==> src/sv/d2wp_pkg.sv <==
// Shared types and constants for the disparity to world point block.
// Depends on nothing; the configuration interface and every module of the block import it.
package d2wp_pkg;

    // Fixed widths of the arithmetic path.
    localparam int NUM_W     = 40;
    localparam int DEN_W     = 15;
    localparam int REM_W     = 15;
    localparam int POSE_N    = 12;
    localparam int IDX_W     = 4;
    localparam int CFG_IDX_W = 3;
    localparam int PROD_W    = 65;
    localparam int TRANS_W   = 41;

    // Input item opcodes.
    localparam logic OP_PIXEL = 1'b0;
    localparam logic OP_LOAD  = 1'b1;

    // Configuration register indexes.
    typedef enum logic [CFG_IDX_W-1:0] {
        CFG_FOCAL     = 3'd0,
        CFG_BASELINE  = 3'd1,
        CFG_PRINC_U   = 3'd2,
        CFG_PRINC_V   = 3'd3,
        CFG_MIN_DEPTH = 3'd4,
        CFG_MAX_DEPTH = 3'd5
    } cfg_idx_t;

    // Current configuration register values.
    typedef struct packed {
        logic [15:0] focal_length;
        logic [15:0] stereo_baseline;
        logic [15:0] principal_u;
        logic [15:0] principal_v;
        logic [31:0] min_depth;
        logic [31:0] max_depth;
    } cfg_t;

    // One classified item handed from the front to the back.
    typedef struct packed {
        logic             is_load;
        logic [IDX_W-1:0] coef_idx;
        logic [31:0]      coef_val;
        logic [7:0]       intensity;
        logic [DEN_W-1:0] den;
        logic             neg_x;
        logic             neg_y;
        logic [NUM_W-1:0] num_z;
        logic [NUM_W-1:0] num_x;
        logic [NUM_W-1:0] num_y;
    } work_t;

endpackage

==> src/sv/d2wp_pixel_if.sv <==
// Input channel carrying one pixel or pose load item.
// Depends on nothing.
interface d2wp_pixel_if;
    logic               valid;
    logic               ready;
    logic               opcode;
    logic [10:0]        pixel_column;
    logic [10:0]        pixel_row;
    logic signed [15:0] disparity;
    logic [7:0]         intensity;
    logic [3:0]         coefficient_index;
    logic signed [31:0] coefficient_value;

    modport source (output valid, output opcode, output pixel_column, output pixel_row,
                    output disparity, output intensity, output coefficient_index,
                    output coefficient_value, input ready);
    modport sink (input valid, input opcode, input pixel_column, input pixel_row,
                  input disparity, input intensity, input coefficient_index,
                  input coefficient_value, output ready);
endinterface

==> src/sv/d2wp_front.sv <==
// Front end: accepts items, drops those that give no result, forms the numerators.
// Depends on d2wp_pkg and d2wp_pixel_if.
module d2wp_front #(
    parameter int MAX_IMAGE_WIDTH     = 2048,
    parameter int MAX_IMAGE_HEIGHT    = 2048,
    parameter int COORD_FRACTION_BITS = 16
) (
    input  logic            clk,
    input  logic            rst_n,
    input  d2wp_pkg::cfg_t  cfg_regs,
    d2wp_pixel_if.sink      pixel,
    output logic            push,
    output d2wp_pkg::work_t push_item,
    input  logic            full
);
    import d2wp_pkg::*;

    localparam int UP_SHIFT = (COORD_FRACTION_BITS >= 16) ? COORD_FRACTION_BITS - 16 : 0;
    localparam int DIM_W    = 14;

    logic               accept;
    logic               keep;
    logic               in_range;
    logic               disp_pos;
    logic [31:0]        fb;
    logic signed [16:0] diff_u;
    logic signed [16:0] diff_v;
    logic [15:0]        abs_u;
    logic [15:0]        abs_v;
    logic [31:0]        prod_u;
    logic [31:0]        prod_v;
    work_t              item_next;
    work_t              item_reg;
    logic               valid_reg;

    assign pixel.ready = !valid_reg || !full;
    assign accept      = pixel.valid && pixel.ready;

    // Classify the item: loads to a real pose entry and pixels that can give a point.
    always_comb
    begin
        in_range = ({3'b000, pixel.pixel_column} < DIM_W'(MAX_IMAGE_WIDTH))
                && ({3'b000, pixel.pixel_row} < DIM_W'(MAX_IMAGE_HEIGHT));
        disp_pos = !pixel.disparity[15] && (pixel.disparity != 16'sd0);
        if (pixel.opcode == OP_LOAD)
        begin
            keep = pixel.coefficient_index < IDX_W'(POSE_N);
        end
        else
        begin
            keep = (pixel.opcode == OP_PIXEL) && in_range && disp_pos;
        end
    end

    // Numerators: focal times baseline for depth, offset times baseline for x and y.
    always_comb
    begin
        fb     = cfg_regs.focal_length * cfg_regs.stereo_baseline;
        diff_u = $signed({2'b00, pixel.pixel_column, 4'b0000})
               - $signed({1'b0, cfg_regs.principal_u});
        diff_v = $signed({2'b00, pixel.pixel_row, 4'b0000})
               - $signed({1'b0, cfg_regs.principal_v});
        abs_u  = diff_u[16] ? 16'(-diff_u) : diff_u[15:0];
        abs_v  = diff_v[16] ? 16'(-diff_v) : diff_v[15:0];
        prod_u = abs_u * cfg_regs.stereo_baseline;
        prod_v = abs_v * cfg_regs.stereo_baseline;

        item_next.is_load   = pixel.opcode == OP_LOAD;
        item_next.coef_idx  = pixel.coefficient_index;
        item_next.coef_val  = pixel.coefficient_value;
        item_next.intensity = pixel.intensity;
        item_next.den       = pixel.disparity[DEN_W-1:0];
        item_next.neg_x     = diff_u[16];
        item_next.neg_y     = diff_v[16];
        item_next.num_z     = NUM_W'(fb) << UP_SHIFT;
        item_next.num_x     = NUM_W'(prod_u) << UP_SHIFT;
        item_next.num_y     = NUM_W'(prod_v) << UP_SHIFT;
    end

    // Output register toward the queue.
    always_ff @(posedge clk or negedge rst_n)
    begin
        if (!rst_n)
        begin
            valid_reg <= 1'b0;
        end
        else if (pixel.ready)
        begin
            valid_reg <= accept && keep;
        end
    end

    always_ff @(posedge clk)
    begin
        if (pixel.ready)
        begin
            item_reg <= item_next;
        end
    end

    assign push      = valid_reg && !full;
    assign push_item = item_reg;

endmodule

==> src/flat_wrapper.sv <==
// flat-port wrapper written by rule: the top's interface ports become plain ports
module d2wp_front_flat import d2wp_pkg::*;
#(
    parameter int MAX_IMAGE_WIDTH     = 2048,
    parameter int MAX_IMAGE_HEIGHT    = 2048,
    parameter int COORD_FRACTION_BITS = 16
)
  (clk, rst_n, cfg_regs, push, push_item, full, pixel_valid, pixel_opcode, pixel_pixel_column, pixel_pixel_row, pixel_disparity, pixel_intensity, pixel_coefficient_index, pixel_coefficient_value, pixel_ready);
  d2wp_pixel_if pixel_i ();
  input  logic clk;
  input  logic rst_n;
  input  d2wp_pkg::cfg_t cfg_regs;
  output logic push;
  output d2wp_pkg::work_t push_item;
  input  logic full;
  input wire logic [$bits(pixel_i.valid)-1:0] pixel_valid;
  input wire logic [$bits(pixel_i.opcode)-1:0] pixel_opcode;
  input wire logic [$bits(pixel_i.pixel_column)-1:0] pixel_pixel_column;
  input wire logic [$bits(pixel_i.pixel_row)-1:0] pixel_pixel_row;
  input wire logic [$bits(pixel_i.disparity)-1:0] pixel_disparity;
  input wire logic [$bits(pixel_i.intensity)-1:0] pixel_intensity;
  input wire logic [$bits(pixel_i.coefficient_index)-1:0] pixel_coefficient_index;
  input wire logic [$bits(pixel_i.coefficient_value)-1:0] pixel_coefficient_value;
  output wire logic [$bits(pixel_i.ready)-1:0] pixel_ready;
  assign pixel_i.valid = pixel_valid;
  assign pixel_i.opcode = pixel_opcode;
  assign pixel_i.pixel_column = pixel_pixel_column;
  assign pixel_i.pixel_row = pixel_pixel_row;
  assign pixel_i.disparity = pixel_disparity;
  assign pixel_i.intensity = pixel_intensity;
  assign pixel_i.coefficient_index = pixel_coefficient_index;
  assign pixel_i.coefficient_value = pixel_coefficient_value;
  assign pixel_ready = pixel_i.ready;
  d2wp_front #(.MAX_IMAGE_WIDTH(MAX_IMAGE_WIDTH), .MAX_IMAGE_HEIGHT(MAX_IMAGE_HEIGHT), .COORD_FRACTION_BITS(COORD_FRACTION_BITS)) u_core (.clk(clk), .rst_n(rst_n), .cfg_regs(cfg_regs), .pixel(pixel_i), .push(push), .push_item(push_item), .full(full));
endmodule
==> config.mk <==
export PLATFORM = sky130hd
export DESIGN_NAME = d2wp_front_flat
export DESIGN_NICKNAME = d
export VERILOG_FILES = /design/src/sv/d2wp_pkg.sv /design/src/sv/d2wp_pixel_if.sv /design/src/sv/d2wp_front.sv /design/src/flat_wrapper.sv
export SDC_FILE = /design/constraint.sdc
export NUM_CORES = 2
export LEC_CHECK = 0
export BUFFER_PORTS_ARGS = -buffer_cell sky130_fd_sc_hd__buf_2
export CAP_MARGIN = 25
export CORE_ASPECT_RATIO = 0.5
export CORE_MARGIN = 1.5
export CORE_UTILIZATION = 60
export DETAILED_ROUTE_END_ITERATION = 10
export PLACE_DENSITY = 0.83
export SLEW_MARGIN = 20
export SYNTH_ARGS = -nofsm -noshare
export SYNTH_HDL_FRONTEND = slang
export SYNTH_SLANG_ARGS = --single-unit
==> constraint.sdc <==
create_clock -name clk -period 17.6 [get_ports clk]
set_input_delay 3.52 -clock clk [delete_from_list [all_inputs] [get_ports clk]]
set_output_delay 3.52 -clock clk [all_outputs]
set_load 0.02 [all_outputs]
==> flow_summary.toml <==
[logic_synthesis]
async_reset_ff_share_pct = 0.6289
ys_seq_elements = 159
syn_inst = 3476
synth-edff-count = 158
ys_types = 80
seq_area_frac_synth_pct = 14.60
avgSynthCellArea_um2 = 9.400
ys_warn_count = 0
synth-main-ff-cell = "edfxtp_1"
synth_area_mm2 = 0.03267

[cts]
clk_pin_slew_ps = 90
insertion_delay_ps = 490
cts_inserted_buffers = 17
cts_resized = 0
cts_setup_buffers = 0
cts_max_path_buffers = 2
cts.sinks = 159
cts-root-buf = "clkbuf_16"
cts_tree = "yes"
h-tree-depth = 4
postCtsHoldBufs = 0

[timing]
slew_violations = 0
worst_pin_slew_ps = 1073
setup_viol = 0
finalCriticalPeriod_ps = 12420
clock_skew_ps = 18.76
max-slew-margin-rel_pct = 28.46
fin_tns_setup_ps = 0
hold_viol_final = 0
layout_worst_path_cycle_share_pct = 70.59
rsz0062_at_grt = "no"
clock.fmax_mhz = 80.49

[floorplanning]
chipHeight_um = 168.0
die_x_um = 333.0
num_rows = 60
coreArea_mm2 = 0.05375
dieArea_mm2 = 0.05595
initial_core_util_pct = 60.79
io_pins = 399

[min_path]
holdPathEnd = "u_core.valid_reg"
hold_path_class = "flop to flop"
hold_start = "u_core.valid_reg"
hold_path_depth = 2

[cells_and_area]
antenna_cells = 0
num-fill-cells = 4026
layout-drive-gt1-share_pct = 11.57
areaGrowthSynthToFinish_pct = 8.930
mostFrequentLayoutCells = "728 x inv_1, 582 x fa_1, 468 x nand2_1, 336 x ha_1, 310 x buf_2"
largest_reg_flops = 158
multi_input_area_mm2 = 0.02462
final_common_cell = "inv_1"
regArea_mm2 = 0.004770
final_nets = 4837

[global_route]
grt_pass1_wl_um = 126400
overflow = 0
antenna_found_initial = 1
grt_start_max_net_pins = 67
grt_pass1_vias = 26455
grt.total_usage_pct = 27.84

[detailed_routing]
wl_met1_um = 29100
dr.pass1.iters = 7
wl_um = 75730
avgRoutedWirePerCell_um = 17.10
dr.max_layer_used = "met5"
wl_met2_um = 39710
detail-route-antenna-nets = 0
wl_met3_um = 5033
via_count = 24778
drt_iter0_markers = 1814
avgViaCountPerCell = 5.593
drc = 0

[placement]
numPortBuffers = 310
place_hpwl_um = 55730
place_congestion = 0.8972

[setup_path]
slowest_stage = "a2111oi_0"
cp-end-kind = "flop"
path_max_fanout = 21
rr_worst_depth = 3
max_stage_delay_ps = 730
critPathArrivalTime_ps = 12780
rr_endpoint = "u_core.push_item[68]"
start_kind = "primary input"
reg2reg_from = "u_core.valid_reg"
worstPathRequired_ps = 17960
cp_common_cell = "fa_1"
worst-r2r-setup-slack_ps = 14760
crit_type = "primary input to flop"

[run]
drv_cap = 0

[outcome]
status = "completed"
[cells in the mapped netlist, types with 13 or more instances]
library cell  instances  area [µm²]
buf_4                28       210.2
xnor2_1              97       849.6
nand2b_1             33       206.5
xor2_1               35       306.5
a21o_1               38       285.3
a211oi_1             13       97.59
buf_2                14       70.07
nand2_1             469        1760
fa_1                582       11650
o21ai_0              53       265.3
ha_1                336        4204
clkbuf_1            125       469.2
a21oi_1              91       455.4
inv_1               728        2733
nor3_1               27       135.1
edfxtp_1            158        4745
and2_1              305        1908
o21a_1               23       172.7
nor2b_1              47       294.0
nor2_1               76       285.3
nand3_1              23       115.1
[through the flow]
step / worst slack (ps) / util (%) / hold WS, ps / instance area, µm² / instances
after floorplan: 5890 / - / 3224 / 32760 / 3499
after CTS: 4959 / 66.09 / 1056 / 35530 / 4427
after detailed placement: 4425 / 64.91 / 1033 / 34890 / 4395
after global routing: 4783 / 66.22 / 1150 / 35590 / 4430
after global placement: 4847 / 64.85 / 985.1 / 34860 / 4393
final: 5177 / 66.22 / 1047 / 35590 / 4430
[area by class of cell]
| class | count | area share [%] |
|---|---|---|
| Clock buffer | 17 | 1.195 |
| Tap cell | 713 | 2.507 |
| Inverter | 729 | 7.688 |
| Timing Repair Buffer | 355 | 5.445 |
| Sequential cell | 159 | 13.40 |
| Clock inverter | 15 | 0.5871 |
| Multi-Input combinational cell | 2442 | 69.18 |
[routing by layer]
metal,up-vias,GRT usage (%)
li1,11129,-
met1,12491,34.41
met2,978,50.57
met3,178,3.594
met4,2,9.410
met5,-,0
[worst max path at each step]
stage                       from                    to  cells past startpoint
floorplan           cfg_regs[89]  u_core.push_item[69]                     30
global placement    cfg_regs[80]  u_core.push_item[69]                     29
detailed placement  cfg_regs[80]  u_core.push_item[69]                     29
CTS                 cfg_regs[80]  u_core.push_item[69]                     29
global route        cfg_regs[80]  u_core.push_item[69]                     29
finish              cfg_regs[80]  u_core.push_item[69]                     29
[cells by family after synthesis]
| group | Yosys count | share of synthesized area [%] |
|---|---|---|
| and+or+nand+nor | 1039 | 15.70 |
| adders and majority gates | 918 | 48.53 |
| buffers and inverters | 898 | 10.71 |
| AOI/OAI and AO/OA | 325 | 6.728 |
| DFF | 159 | 14.60 |
| xor gates and xnor gates | 133 | 3.623 |
| muxes | 3 | 0.09573 |
| other | 1 | 0.01148 |
[critical path: cells and delay by family]
family,cells,cell delay (ps)
compound gates,8,2720
buf+inv,6,870
fa+ha+maj,8,3610
simple gates,6,1860
xor+xnor,1,180
Power is left out: the tool's default activity adds up to more than one toggle a clock period on the data nets, which glitch-free logic cannot reach.
