$ cat config.mk
export PLATFORM = sky130hd
export DESIGN_NAME = d2wp_queue
export DESIGN_NICKNAME = d
export VERILOG_FILES = /design/src/sv/d2wp_pkg.sv /design/src/sv/d2wp_queue.sv
export SDC_FILE = /design/constraint.sdc
export NUM_CORES = 1
export LEC_CHECK = 0
export BUFFER_PORTS_ARGS = -buffer_cell sky130_fd_sc_hd__buf_2
export CORE_MARGIN = 2
export CORE_UTILIZATION = 57
export CTS_CLUSTER_DIAMETER = 120
export DETAILED_ROUTE_END_ITERATION = 8
export PLACE_DENSITY = 0.79
export SYNTH_ARGS = -nofsm -noshare
export SYNTH_HDL_FRONTEND = slang
export SYNTH_SLANG_ARGS = --single-unit
$ cat constraint.sdc
create_clock -name clk -period 6.1 [get_ports clk]
set_input_delay 0.61 -clock clk [delete_from_list [all_inputs] [get_ports clk]]
set_output_delay 0.61 -clock clk [all_outputs]
set_load 0.02 [all_outputs]
$ cat src/sv/d2wp_pkg.sv
// Shared types and constants for the disparity to world point block.
// Depends on nothing; the configuration interface and every module of the block import it.
package d2wp_pkg;

    // Fixed widths of the arithmetic path.
    localparam int NUM_W     = 40;
    localparam int DEN_W     = 15;
    localparam int REM_W     = 15;
    localparam int POSE_N    = 12;
    localparam int IDX_W     = 4;
    localparam int CFG_IDX_W = 3;
    localparam int PROD_W    = 65;
    localparam int TRANS_W   = 41;

    // Input item opcodes.
    localparam logic OP_PIXEL = 1'b0;
    localparam logic OP_LOAD  = 1'b1;

    // Configuration register indexes.
    typedef enum logic [CFG_IDX_W-1:0] {
        CFG_FOCAL     = 3'd0,
        CFG_BASELINE  = 3'd1,
        CFG_PRINC_U   = 3'd2,
        CFG_PRINC_V   = 3'd3,
        CFG_MIN_DEPTH = 3'd4,
        CFG_MAX_DEPTH = 3'd5
    } cfg_idx_t;

    // Current configuration register values.
    typedef struct packed {
        logic [15:0] focal_length;
        logic [15:0] stereo_baseline;
        logic [15:0] principal_u;
        logic [15:0] principal_v;
        logic [31:0] min_depth;
        logic [31:0] max_depth;
    } cfg_t;

    // One classified item handed from the front to the back.
    typedef struct packed {
        logic             is_load;
        logic [IDX_W-1:0] coef_idx;
        logic [31:0]      coef_val;
        logic [7:0]       intensity;
        logic [DEN_W-1:0] den;
        logic             neg_x;
        logic             neg_y;
        logic [NUM_W-1:0] num_z;
        logic [NUM_W-1:0] num_x;
        logic [NUM_W-1:0] num_y;
    } work_t;

endpackage

$ cat src/sv/d2wp_queue.sv
// Short item queue between the front and the back.
// Depends on d2wp_pkg for the item type.
module d2wp_queue #(
    parameter int DEPTH = 4
) (
    input  logic            clk,
    input  logic            rst_n,
    input  logic            push,
    input  d2wp_pkg::work_t push_item,
    output logic            full,
    input  logic            pop,
    output d2wp_pkg::work_t head,
    output logic            empty
);
    import d2wp_pkg::*;

    localparam int PTR_W = (DEPTH > 1) ? $clog2(DEPTH) : 1;
    localparam int CNT_W = $clog2(DEPTH + 1);

    work_t             slots [DEPTH];
    logic [PTR_W-1:0]  wr_ptr_reg;
    logic [PTR_W-1:0]  rd_ptr_reg;
    logic [CNT_W-1:0]  count_reg;

    assign full  = count_reg == CNT_W'(DEPTH);
    assign empty = count_reg == '0;
    assign head  = slots[rd_ptr_reg];

    // Storage write.
    always_ff @(posedge clk)
    begin
        if (push)
        begin
            slots[wr_ptr_reg] <= push_item;
        end
    end

    // Pointers and fill count.
    always_ff @(posedge clk or negedge rst_n)
    begin
        if (!rst_n)
        begin
            wr_ptr_reg <= '0;
            rd_ptr_reg <= '0;
            count_reg  <= '0;
        end
        else
        begin
            if (push)
            begin
                wr_ptr_reg <= (wr_ptr_reg == PTR_W'(DEPTH - 1)) ? '0 : wr_ptr_reg + 1'b1;
            end
            if (pop)
            begin
                rd_ptr_reg <= (rd_ptr_reg == PTR_W'(DEPTH - 1)) ? '0 : rd_ptr_reg + 1'b1;
            end
            if (push && !pop)
            begin
                count_reg <= count_reg + 1'b1;
            end
            else if (pop && !push)
            begin
                count_reg <= count_reg - 1'b1;
            end
        end
    end

    a_count_bound: assert property (@(posedge clk) disable iff (!rst_n)
        count_reg <= CNT_W'(DEPTH))
        else $error("queue fill count above depth");
    a_pop_nonempty: assert property (@(posedge clk) disable iff (!rst_n)
        pop |-> !empty)
        else $error("queue popped while empty");
    a_push_room: assert property (@(posedge clk) disable iff (!rst_n)
        push |-> !full)
        else $error("queue pushed while full");
    a_count_grow: assert property (@(posedge clk) disable iff (!rst_n)
        (push && !pop) |=> count_reg == $past(count_reg) + 1'b1)
        else $error("queue count did not grow on push");

endmodule

==> metrics.yaml, run 1 <==
largest_register_ffs: 728
viasPerCell: 5.81
synthMuxAreaShare: 0.155
postRouteAntennaNets: 0
max_cap_violations: 0
r2r-end: "slots[2][78]$_DFFE_PP_"
path_cells: "buf_4, mux4_2, buf_2"
startpoint: "rd_ptr_reg[1]$_DFFE_PN0P_"
track_usage: 0.215
crit_buf_inv: 2
endpoint: "head[96]"
syn_avg_cell_area_um2: 27.0
clockBufferDepth: 3
grt.overflow.total: 0
cts_resized: 0
htree_levels: 3
nets: 1596
setup-violations-final: 0
worstHoldPathType: "in -> reg"
dr.pass1.iters: 7
criticalPathCategory: "reg -> out"
nFillCells: 2756
synth_compound_area_frac: 0.000375
grt_most_used_layer: "met2"
drc_errors: 0
final_common_cell: "edfxtp_1"
grt_max_degree: 97
peakVddDrop_mv: 0.436
die_area_um2: 48600
synth_seq_area_share: 0.825
post-cts-setup-buffers: 0
area_delta_synth_final_pct: 17.5
clock_sinks: 735
wl_per_cell_um: 25.1
final_cell_count_no_fill: 2080
cts_hold_buf: 1
grt_first_pass_wirelength_um: 76300
cp_max_fo: 51
worstReg2RegStart: "wr_ptr_reg[0]$_DFFE_PN0P_"
syn-num-nets: 1181
whs_ns: 0.218
use_met1: 0.286
initial_core_util: 0.576
num_rows: 79
cp_top_family: "buffers and inverters"
p_leak_uw: 0.0106
syn-cell-area_um2: 26700
fmax_mhz: 292
antenna_found_initial: 14
period_needed_ns: 3.42
multi_input_area_um2: 4330
period_share: 0.561
hpwlAfterDp_um: 30800
worstPathRequired_ns: 5.49
boundaryPins: 370
hold_viol: 0
arrival_ns: 2.81
regArea_um2: 22000
coreArea_um2: 46400
drv_slew: 0
cts_root_buffer: "clkbuf_16"
synth_cells: 988
cts_tree: "yes"
port_buffers: 369
gp_congestion: 0.730
synth-simple-area-share: 0.00211
slowest_delay_ns: 0.82
synth_fa_ha_area_frac: 0.00356
synthXorXnorAreaFrac: 0.000984
place_inst: 1935
tns_ns: 0
r2r_slack_ns: 3.50
endpoint_kind: "output pin"
rsz0062_at_grt: "no"
drive_above_1_share: 0.455
cp.depth: 3
worstSetupStartpointType: "flip-flop"
cp_slowest_cell: "dfrtp_4"
powerDensity_nw_per_um2: 494
die-height_um: 220
clock_latency_ns: 0.60
layout_common_cells: "728 x edfxtp_1, 369 x buf_2, 182 x mux4_2"
grt_pass1_vias: 12700
yosys.cell_types.count: 20
use_met2: 0.341
fp.dieW_um: 220
wl_um: 52200
globalRouteMet3Util: 0.0697
finClkSkew_ns: 0.0213
cts_made_buffers: 72
synth_top_family_by_area: "multiplexers"
relSlewSlack: 0.444
clk_pin_slew_ns: 0.06
routed-via-count: 12100
ys.warnings.count: 0
worst_slew_pin_slew_ns: 0.834
drt_iter0_drc: 972
status: "finished clean"
ys_ff_latch: 735
reg2reg_depth: 4
==> metrics by stage <==
stage | utilization | cell area (um^2) | setup WS, ns | power (uW)
final | 0.677 | 31400 | 2.68 | 15500
after global routing | 0.676 | 31400 | 2.57 | 16100
after CTS | 0.676 | 31300 | 2.61 | 15700
after detailed placement | 0.629 | 29200 | 3.27 | 11600
after global placement | 0.629 | 29200 | 3.29 | 11500
after floorplan | - | 26700 | 0.767 | 10300
==> cells in the mapped netlist <==
library cell / instances / area (um^2)
buf_4: 1 / 7.51
buf_8: 1 / 15.0
nand2_1: 2 / 7.51
buf_6: 18 / 203
clkbuf_1: 3 / 11.3
edfxtp_1: 728 / 21900
xor2_1: 2 / 17.5
and2_1: 4 / 25.0
mux2_2: 3 / 33.8
xnor2_1: 1 / 8.76
o21ai_0: 2 / 10.0
buf_2: 18 / 90.1
ha_1: 6 / 75.1
nor3_1: 1 / 5.00
fa_1: 1 / 20.0
mux4_2: 182 / 4100
nor3b_1: 1 / 7.51
dfrtp_1: 7 / 175
inv_1: 4 / 15.0
nor2_1: 3 / 11.3
==> routing by layer <==
layer / wire length (um) / up-vias / share of wire
li1: - / 5153 / -
met4: 1110 / 12 / 0.021
met3: 4870 / 88 / 0.093
met2: 26100 / 492 / 0.50
met1: 20000 / 6341 / 0.38
met5: 81 / - / 0.0016
==> final cells by class <==
cell class | instances | area share
Inverter | 4 | 0.000478
Timing Repair Buffer | 382 | 0.0648
Tap cell | 607 | 0.0242
Clock buffer | 95 | 0.0636
Multi-Input combinational cell | 208 | 0.138
Sequential cell | 735 | 0.702
Clock inverter | 36 | 0.00546
Antenna cell | 13 | 0.00104
==> cells by family after synthesis <==
logic type,Yosys count
AOI/OAI and AO/OA,2
xor gates and xnor gates,3
adders and majority gates,7
buffers and inverters,45
DFF,735
muxes,185
and+or+nand+nor,11
==> power by group <==
part           switching, uW  leakage (uW)  internal (uW)
Combinational           2850       0.00281           1870
Sequential               253       0.00677           6480
Clock                   1750       0.00106           2300
Total                   4840        0.0106          10600
==> worst min-delay path by stage <==
stage / endpoint / startpoint / depth (start not counted)
floorplan: count_reg[0]$_DFFE_PN0P_ / rst_n / 0
global placement: count_reg[2]$_DFFE_PN0P_ / rst_n / 1
detailed placement: count_reg[2]$_DFFE_PN0P_ / rst_n / 1
CTS: slots[1][100]$_DFFE_PP_ / push_item[100] / 1
global route: slots[0][145]$_DFFE_PP_ / push_item[145] / 1
finish: slots[1][141]$_DFFE_PP_ / push_item[141] / 1
Note: power is estimated with default switching activity, not from simulation.
==> inputs of run 2 (changes only) <==
--- a/config.mk
+++ b/config.mk
@@ -7,10 +7,10 @@
 export LEC_CHECK = 0
 export BUFFER_PORTS_ARGS = -buffer_cell sky130_fd_sc_hd__buf_2
 export CORE_MARGIN = 2
-export CORE_UTILIZATION = 57
+export CORE_UTILIZATION = 51
 export CTS_CLUSTER_DIAMETER = 120
 export DETAILED_ROUTE_END_ITERATION = 8
-export PLACE_DENSITY = 0.79
+export PLACE_DENSITY = 0.75
 export SYNTH_ARGS = -nofsm -noshare
 export SYNTH_HDL_FRONTEND = slang
 export SYNTH_SLANG_ARGS = --single-unit
==> constraint.sdc (replaced) <==
create_clock -name clk -period 2.9 [get_ports clk]
set_input_delay 0.29 -clock clk [delete_from_list [all_inputs] [get_ports clk]]
set_output_delay 0.29 -clock clk [all_outputs]
set_load 0.02 [all_outputs]
==> metrics.yaml, run 2 (same netlist as run 1, synthesis figures left out) <==
max_cap_violations: 0  # unchanged
cts_made_buffers: 74  # +2.8%
port_buffers: 369  # unchanged
largest_register_ffs: 728  # unchanged
worstSetupStartpointType: "flip-flop"
relSlewSlack: 0.504  # +0.0597
track_usage: 0.209  # -0.00553
arrival_ns: 2.45  # -0.36 ns
cp_top_family: "multiplexers"
drive_above_1_share: 0.427  # -0.0278
slowest_delay_ns: 0.61  # -0.21 ns
num_rows: 83  # +5.1%
htree_levels: 3  # unchanged
top_layer_used: "met5"
coreArea_um2: 51500  # +11%
die-height_um: 233  # +5.6%
area_delta_synth_final_pct: 27.6
grt_first_pass_wirelength_um: 83700  # +9.6%
grt_max_degree: 72  # -26%
finClkSkew_ns: 0.0197  # -0.00168 ns
fp.dieW_um: 233  # +5.6%
regArea_um2: 22000  # unchanged
worst_slew_pin_slew_ns: 0.744  # -0.0895 ns
layout_common_cells: "728 x edfxtp_1, 369 x buf_2, 185 x dlygate4sd3_1"
drt_iter0_drc: 757  # -22%
endpoint_kind: "output pin"
final_core_util: 0.661  # -0.0157
grt.overflow.total: 0  # unchanged
cts_root_buffer: "clkbuf_16"
tns_ns: 0  # unchanged
dr.pass1.iters: 4  # -3
wl_um: 55900  # +7.2%
antenna_found_initial: 3  # -11
p_leak_uw: 0.0118  # +11%
nFillCells: 3210  # +16%
fmax_mhz: 365
cp.depth: 3  # unchanged
postRouteAntennaNets: 0  # unchanged
rsz0062_at_grt: "no"
cts_tree: "yes"
die_area_um2: 54200  # +12%
hold_viol: 0  # unchanged
powerDensity_nw_per_um2: 1020  # +110%
grt_pass1_vias: 13900  # +9.4%
routed-via-count: 12900  # +6.3%
final_common_cell: "edfxtp_1"
clockBufferDepth: 3  # unchanged
met2WireLength_um: 28900  # +11%
setup-violations-final: 0  # unchanged
path_cells: "buf_16, mux4_2, buf_2"
wl_met3_um: 4310  # -11%
worstHoldPathType: "in -> async"
period_share: 0.944
clock_sinks: 735  # unchanged
gp_congestion: 0.743  # +1.8%
wl_met1_um: 21200  # +6.1%
drv_slew: 0  # unchanged
initial_core_util: 0.518  # -0.0576
cp_slowest_cell: "mux4_2"
nets: 1818  # +14%
criticalPathCategory: "reg -> out"
viasPerCell: 5.43  # -6.5%
multi_input_area_um2: 4330  # unchanged
hpwlAfterDp_um: 32600  # +5.7%
clock_latency_ns: 0.59  # about the same
period_needed_ns: 2.74
finalPower_uw: 34600  # +120%
peakVddDrop_mv: 0.679  # +56%
worstPathRequired_ns: 2.61  # -2.88 ns
status: "finished clean"
drc_errors: 0  # unchanged
wl_per_cell_um: 23.6  # -5.8%
crit_buf_inv: 2  # unchanged
cp_max_fo: 55  # +7.8%
reg2reg_depth: 4  # unchanged
clk_pin_slew_ns: 0.06  # about the same
boundaryPins: 370  # unchanged
-- run 2: changes by cell type in the layout (fill, tap and decap cells not counted), sizes merged --
cell / delta
dlygate4sd3: +184
buf: +36
bufinv: +11
diode: -11
clkinv: -7
clkinvlp: +3
clkbuf: -2
inv: -1
-- run 2: final timing paths --
check,startpoint,end,slack [ns]
worst max-delay path,rd_ptr_reg[0]$_DFFE_PN0P_,head[100],0.16
max in group asynchronous,rst_n,rd_ptr_reg[1]$_DFFE_PN0P_,2.62
worst min-delay path,rst_n,wr_ptr_reg[1]$_DFFE_PN0P_,0.1
worst max register to register,wr_ptr_reg[0]$_DFFE_PN0P_,slots[0][1]$_DFFE_PP_,0.89
worst min register to register,count_reg[2]$_DFFE_PN0P_,count_reg[2]$_DFFE_PN0P_,0.49
min in group clk,push_item[160],slots[2][160]$_DFFE_PP_,0.44
-- run 2: final cells by class --
class,instances,area share
Antenna cell,2,0.000147
Clock buffer,93,0.0596
Clock inverter,42,0.0145
Inverter,4,0.000441
Multi-Input combinational cell,208,0.127
Sequential cell,735,0.647
Tap cell,680,0.0250
Timing Repair Buffer,602,0.126
-- run 2: layer usage --
metal,GRT usage,up-vias
met2,0.350,492
met4,0.0742,2
met1,0.263,6673
li1,-,5584
met3,0.0604,99
met5,0,-
-- run 2: per-stage QoR --
step	hold WS [ns]	cells	worst slack, ns	instance area (um^2)
floorplan	-0.00559	988	0.552	26700
global route	0.101	2366	0.0388	34100
global placement	0.130	2038	0.697	29600
finish	0.0981	2366	0.164	34100
CTS	0.0649	2358	0.0292	34000
detailed placement	0.137	2038	0.674	29600
-- run 2: repair_timing --
item / 4_1_cts / 5_1_grt
endpoints found under the hold margin: 739 / 0
hold buffers: 185 / 0
gates resized for setup: 0 / 1
buffers inserted: 0 / 6
endpoints found under the setup margin: 0 / 23
-- run 2: worst reg2reg max path, cell delays in order (launching register included) --
cell	delay (ns)
dfrtp_1	0.41
inv_1	0.11
ha_1	0.16
and2_4	0.64
buf_4	0.38
-- run 2: report_power, final --
part           switching [uW]  internal, uW  total (uW)
clock                    3810          5950        9760
sequential                548         13600       14100
combinational            6210          4480       10700
